==> src/rtl/m4te_pkg.sv <==
// ============================================================================
// m4te_pkg
// Types and constants for the 4x4 fixed-point transform engine.
// ============================================================================
package m4te_pkg;

   localparam int DIM       = 4;          // active matrix dimension, 2..4
   localparam int MAX_DIM   = 4;          // storage dimension
   localparam int FRAC_BITS = 16;         // Q16.16
   localparam int COEFF_W   = 32;
   localparam int IDX_W     = $clog2(MAX_DIM);
   localparam int MAT_N     = MAX_DIM * MAX_DIM;
   localparam int PROD_W    = 2 * COEFF_W;
   localparam int ACC_W     = PROD_W + $clog2(MAX_DIM);
   localparam int HI_W      = ACC_W - COEFF_W + 1;   // bits that must agree for no saturation

   localparam logic [COEFF_W-1:0] COEFF_MAX = {1'b0, {(COEFF_W-1){1'b1}}};
   localparam logic [COEFF_W-1:0] COEFF_MIN = {1'b1, {(COEFF_W-1){1'b0}}};

   typedef enum logic [1:0] {
      OP_WR_CUR  = 2'd0,
      OP_WR_OPD  = 2'd1,
      OP_COMPOSE = 2'd2,
      OP_XFORM   = 2'd3
   } op_type;

   typedef struct packed {
      op_type              op;
      logic [1:0]          row;
      logic [1:0]          col;
      logic signed [31:0]  coeff;
      logic signed [31:0]  vec_x;
      logic signed [31:0]  vec_y;
      logic signed [31:0]  vec_z;
      logic signed [31:0]  vec_w;
   } req_type;

   typedef struct packed {
      logic signed [31:0]  out_x;
      logic signed [31:0]  out_y;
      logic signed [31:0]  out_z;
      logic signed [31:0]  out_w;
      logic                overflow;
   } rsp_type;

   // Control that rides along with each multiply through the MAC pipe.
   typedef struct packed {
      logic              vld;
      logic              first;     // first term of a dot product
      logic              last_dot;  // last term of a dot product
      logic              last_row;  // last dot product of a matrix row
      logic              last_all;  // last dot product of the transaction
      logic              compose;
      logic [IDX_W-1:0]  dst;       // result slot
      logic [IDX_W-1:0]  row;       // current-matrix row
   } tag_type;

   // Finished dot product handed back by the MAC.
   typedef struct packed {
      logic                vld;
      logic                sat;
      logic [COEFF_W-1:0]  value;
      logic                last_row;
      logic                last_all;
      logic                compose;
      logic [IDX_W-1:0]    dst;
      logic [IDX_W-1:0]    row;
   } wb_type;

endpackage

==> src/rtl/m4te_mac.sv <==
// ============================================================================
// m4te_mac
// Shared multiply-accumulate unit: multiply, full-width accumulate, shift
// back by FRAC_BITS and saturate. One term per cycle, three stages.
// ============================================================================
module m4te_mac (
   input  logic                                 clock,
   input  logic                                 reset,
   input  logic signed [m4te_pkg::COEFF_W-1:0]  a,
   input  logic signed [m4te_pkg::COEFF_W-1:0]  b,
   input  m4te_pkg::tag_type                    tag,
   output m4te_pkg::wb_type                     wb
);

   m4te_pkg::tag_type                       s1_tag_ff, s2_tag_ff;
   logic signed [m4te_pkg::PROD_W-1:0]      prod_ff, prod_in;
   logic signed [m4te_pkg::ACC_W-1:0]       acc_ff, acc_in;
   logic signed [m4te_pkg::ACC_W-1:0]       shifted;
   logic [m4te_pkg::HI_W-1:0]               hi_bits;
   logic                                    in_range;
   m4te_pkg::wb_type                        wb_ff, wb_in;

   assign prod_in = a * b;

   // Exact sum: partial products extended, never truncated.
   assign acc_in = s1_tag_ff.first ? m4te_pkg::ACC_W'(prod_ff)
                                   : acc_ff + m4te_pkg::ACC_W'(prod_ff);

   assign shifted  = acc_ff >>> m4te_pkg::FRAC_BITS;
   assign hi_bits  = shifted[m4te_pkg::ACC_W-1:m4te_pkg::COEFF_W-1];
   assign in_range = (hi_bits == '0) || (hi_bits == '1);

   always_comb begin
      wb_in          = '0;
      wb_in.vld      = s2_tag_ff.vld && s2_tag_ff.last_dot;
      wb_in.sat      = !in_range;
      wb_in.last_row = s2_tag_ff.last_row;
      wb_in.last_all = s2_tag_ff.last_all;
      wb_in.compose  = s2_tag_ff.compose;
      wb_in.dst      = s2_tag_ff.dst;
      wb_in.row      = s2_tag_ff.row;
      if (in_range) begin
         wb_in.value = shifted[m4te_pkg::COEFF_W-1:0];
      end else if (acc_ff[m4te_pkg::ACC_W-1]) begin
         wb_in.value = m4te_pkg::COEFF_MIN;
      end else begin
         wb_in.value = m4te_pkg::COEFF_MAX;
      end
   end

   always_ff @(posedge clock) begin
      if (reset) begin
         s1_tag_ff <= '0;
         s2_tag_ff <= '0;
         wb_ff     <= '0;
      end else begin
         s1_tag_ff <= tag;
         s2_tag_ff <= s1_tag_ff;
         wb_ff     <= wb_in;
      end
   end

   always_ff @(posedge clock) begin
      prod_ff <= prod_in;
      if (s1_tag_ff.vld) begin
         acc_ff <= acc_in;
      end
   end

   assign wb = wb_ff;

endmodule

==> config.mk <==
export PLATFORM = sky130hd
export DESIGN_NAME = m4te_mac
export DESIGN_NICKNAME = d
export VERILOG_FILES = /design/src/rtl/m4te_pkg.sv /design/src/rtl/m4te_mac.sv
export SDC_FILE = /design/constraint.sdc
export NUM_CORES = 2
export LEC_CHECK = 0
export ABC_AREA = 1
export CORE_MARGIN = 1.5
export CORE_UTILIZATION = 50
export CTS_BUF_LIST = sky130_fd_sc_hd__clkbuf_8
export DETAILED_ROUTE_END_ITERATION = 7
export DONT_BUFFER_PORTS = 1
export GPL_TIMING_DRIVEN = 0
export PLACE_DENSITY_LB_ADDON = 0.3
export SETUP_SLACK_MARGIN = 0.02
export SLEW_MARGIN = 20
export SYNTH_ARGS = -nofsm -noshare
export SYNTH_HDL_FRONTEND = slang
export SYNTH_SLANG_ARGS = --single-unit
==> constraint.sdc <==
create_clock -name clock -period 15.6 [get_ports clock]
set_input_delay 0.78 -clock clock [delete_from_list [all_inputs] [get_ports clock]]
set_output_delay 0.78 -clock clock [all_outputs]
set_load 0.1 [all_outputs]
# Word-level counts from Yosys, hierarchy flattened
# Cells that the tools add are included.
[word_totals]
inputBits = 76
word_cells = 35
out_inout_bits = 41
reg_bits = 190
[classes]
muxes = 3
mul = 1
n_addsub = 1
eq_ne = 1
n_reduce_logical = 4
[op_table]
columns = ["cell", "count"]
rows = [
  ["66-bit by 64-bit adder with 66-bit output", 1],
  ["66-bit two-way mux", 1],
  ["32-bit by 32-bit multiplier with 64-bit output", 1],
  ["32-bit two-way mux", 2],
  ["35-bit == test (second input constant)", 1],
  ["35-bit logical NOT", 1],
  ["1-bit logical AND", 1],
  ["1-bit logical NOT", 1],
  ["1-bit logical OR", 1],
]

# Logic depth before layout (Yosys ltp)
[depth]
word_depth = 3
depth_mapped = 31
depth_no_buf = 30

# Worst setup path before layout
# No wires, ideal clock.
[synth_path]
kind = "input-to-reg"
from = "input a[31] in the netlist's numbering"
to = "register prod_ff[60] in the netlist's numbering"
t_required_ps = 15488
path_stages = 27
arrival_time_ps = 7516
path_buffers = 1
path_slack_ps = 7972
setup_ps = 112
cell_sequence = "clkbuf_1 > nand2_1 > inv_1 > fa_1 > fa_1 > inv_1 > fa_1 > inv_1 > fa_1 > inv_1 > fa_1 > inv_1 > fa_1 > inv_1 > fa_1 > inv_1 > fa_1 > ha_1 > nand2_1 > inv_1 > a21oi_1 > o21ai_0 > a21oi_1 > a21boi_0 > nand2_1 > nand2_1 > nand2_1"
[synth_between]
elab_chain_cells = 1
[synth_rtl]
columns = ["element", "line_no", "text"]
rows = [
  ["start, declared", "m4te_mac.sv:9", "input logic signed [m4te_pkg::COEFF_W-1:0] a,"],
  ["32-bit by 32-bit multiplier with 64-bit output", "m4te_mac.sv:23", "assign prod_in = a * b;"],
  ["via prod_in, one bit", "m4te_mac.sv:16", "logic signed [m4te_pkg::PROD_W-1:0] prod_ff, prod_in;"],
  ["end signal, assigned", "m4te_mac.sv:64", "prod_ff <= prod_in;"],
  ["end, declared", "m4te_mac.sv:16", ""],
]
# The timed path passes the listed nets, and every way through them passes these cells.
# A chain may end at the register's enable or synchronous reset.

# Worst setup path in the final report
[layout_path]
from = "input a[31] in the netlist's numbering"
to = "register prod_ff[61] in the netlist's numbering"
# Same word-level chain as after synthesis.

==> metrics list <==
- Number of cells on the worst reg-to-reg path: 17
- Clock-pin slew was measured on the worst setup and hold paths at 0.11 ns.
- Gate count of the mapped netlist: 6383
- The first detailed-routing pass took 8 iterations.
- The share of the Yosys chip area taken by registers is 0.0908.
- The routed layout has 42000 vias.
- The tightest min-delay check is of the in2reg type.
- After clock tree synthesis, the repair step resized 0 gates.
- Among all flip-flop cells after synthesis, the most frequent one is dfxtp_1.
- Yosys printed 0 warnings.
- Setup crit start: a[31]
- First-pass GRT wire length: 286000 um
* Most common cell on crit path: inv_1
- The die is 317 um tall.
- On the final layout, the worst clock skew is 0.0464 ns.
* Initial antenna violation count: 8
- Counting the fill cells in the layout gives 9688.
- Most frequent standard cell in the layout excluding fill and tap cells: inv_1
- The total overflow left after global routing is 0.
* CTS buffer count: 17
- The share of synthesized area in the top cell type comes to 0.441.
* Post-DP HPWL: 166000 um
- The critical path in this run is classified as in2reg.
- Of the cells placed in the final design, the portion with a size suffix greater than 1 is 0.0240.
* Leading cell types by total area after synthesis: fa_1 44%, inv_1 14%, nand2_1 13%, ha_1 6.3%, dfxtp_1 5.0%
- Along the worst path, the maximum fanout reaches 13.
- Sum of routed wire length over all layers: 194000 um
* Depth of the CTS H-tree: 4
- Final Setup Violations: 0
- The core region is 0.0971 sq mm.
- For this run, design rule violations remaining after detail routing come to 0.
* Starting density of the core: 0.506
* Result of the run: finished clean
- In this run the register-to-register setup slack is 12.35 ns.
- Final design instance area without fill: 0.0513 sq mm
- Hold Worst Slack: 0.341 ns
- The number of global-route vias before repair is 43600.
- Die width: 317 um
- The synthesized design spends more area on one cell type than any other, namely fa_1.
- Setup repair after global routing missed its margin: no
- For the worst setup path, the data required time is 16.02 ns.
* Area overhead of the layout relative to synthesis: 4.21%
* Count of hold-fix buffers inserted at cts: 0
- Dividing the final minimum period by the clock period gives 0.571.
- The number of nets in the synthesized netlist is 7791.
- After the first detailed-routing iteration, the DRC count stood at 4256.
* Kind of launch point of the worst setup path: primary input
- Flip-flop and latch count after synthesis: 190
- Based on the critical path, the design can be clocked at up to 112 MHz.
- Clock latency on the worst-skew pair, taken at its later pin, is 0.55 ns.
- Transition time at the pin with the least slew margin: 1.30 ns
- STA puts the critical path data arrival time at 9.32 ns.
* Worst path slowest cell: fa_2
* Cell area after synthesis: 0.0492 sq mm
- In this run the core area contains 114 standard-cell rows.
* Min Tclk post-route: 8.90 ns
* Clock tree from TritonCTS: built
- Worst reg2reg path startpoint: prod_ff[0]$_DFF_P_
* DR WL/cell: 25.2 um
- In this run the clock root is driven by a clkbuf_8.
- Each instance of the synthesized netlist takes up on average 7.70 sq um.
- The clock passes through at most 2 buffers.
* Total setup buffers inserted after CTS: 0
* Most used cells in the layout excluding fill and tap cells: 1843 x inv_1, 1741 x nand2_1, 1082 x fa_1
* I/O Buffers: 0
* Worst rel slew slack: 0.132
* Number of enable-type register cells in the synthesized netlist: 66
- Max incr delay on CP: 0.92 ns
- In this run the count of I/O pins placed on the die edge is 117.
- Using the TritonRoute via totals, the vias-per-cell ratio works out to 5.45.
- Kind of capture point of the worst setup path: register
* Cell depth of the worst min-delay path: 2
- Across the run, the number of max-cap violations was 0.
* Routability congestion estimate from global placement: 1.03
- In this run the cell area measured after placement is 0.0508 sq mm.
- The count of final max-slew check failures was 0.
- Final total negative setup slack: 0 ns
* # clock sinks: 190
* Crit Reg-Reg Endpoint: acc_ff[62]$_DFFE_PP_
- Hold Violations, Final: 0
- The floorplan step defined a die boundary enclosing 0.100 sq mm.
- The synthesized netlist contains 46 unique library cells.
- Pin count of the biggest net entering global routing: 35
* Async set-reset flop share out of synthesis: 0
- Counting both buffers and inverters, the worst setup path holds a total of 10.
- Across every metal layer, demand over resource in global routing totals 0.401.
* # nets final: 7811
- Once layout is complete, the utilization of the core stands at 0.528.
* Post-DRT Antenna Nets: 0
- Hold Path Sink: s1_tag_ff[3]$_SDFF_PP0_
- Gate family responsible for the most delay along the worst path: adder cells
- The startpoint identified for the worst hold timing path is tag[3].
[metal layers]
layer	wire length [um]	track usage
met1	76400	0.527
met2	84400	0.619
met3	21200	0.0975
met4	12200	0.204
met5	54	0
[synthesized netlist by cell type (2+ instances only)]
cell type and instances:
inv_1 1843, nand3_2 5, buf_2 7, nand2_1 1741, fa_1 1083, a21oi_1 212, o31ai_1 6, nor3_2 3
nor2_1 294, nand3b_1 18, o21ai_0 86, or2_1 3, xor2_1 43, nor4_2 2, a21o_1 6, a31oi_1 7
o21ai_1 19, nand2_2 17, buf_1 2, edfxtp_1 66, nand4_1 28, o21ai_2 3, dfxtp_1 124, nor4_1 12
a21oi_2 4, clkbuf_1 209, inv_2 16, ha_1 249, nor2_4 2, a21boi_0 6, o21a_1 7, nor2_2 23
nor3_1 21, nand3_1 126, o21bai_1 29, o211ai_1 3, or2_2 18, xnor2_1 32
[layout make-up]
| type | count | area [sq um] | area share |
|---|---|---|---|
| Clock inverter | 15 | 173 | 0.00337 |
| Inverter | 1859 | 6980 | 0.136 |
| Clock buffer | 17 | 234 | 0.00457 |
| Buffer | 218 | 848 | 0.0166 |
| Multi-Input combinational cell | 4116 | 36900 | 0.720 |
| Sequential cell | 190 | 4470 | 0.0872 |
| Antenna cell | 8 | 20.0 | 0.000391 |
| Timing Repair Buffer | 1 | 20.0 | 0.000391 |
| Tap cell | 1276 | 1600 | 0.0312 |
[metrics by stage]
step	std cells	setup WS, ns
6_report	7700	6.70
3_5_place_dp	7660	5.95
2_1_floorplan	6383	7.97
5_1_grt	7694	6.57
3_3_place_gp	7659	5.77
4_1_cts	7692	6.51
[state kept, by name (all words and copies together), names as in the netlist]
register and cells:
acc_ff 66, prod_ff 64, s1_tag_ff 10, s2_tag_ff 9, wb 41
[cells by family after synthesis]
kind of cell,share of synthesized area
simple gates,0.189
buf+inv,0.159
flops,0.0908
xor+xnor,0.0134
fa+ha+maj,0.504
compound gates,0.0439
[how the worst max path moves through the flow]
stage	slack, ns	cells after the start	endpoint
2_1_floorplan	7.97	27	prod_ff[60]$_DFF_P_
3_3_place_gp	5.77	27	prod_ff[61]$_DFF_P_
3_5_place_dp	5.95	27	prod_ff[61]$_DFF_P_
4_1_cts	6.51	27	prod_ff[61]$_DFF_P_
5_1_grt	6.57	27	prod_ff[61]$_DFF_P_
6_report	6.70	27	prod_ff[61]$_DFF_P_
Power is not shown: default switching activity piles up to over one toggle a cycle in this logic, so the estimate is an artifact.
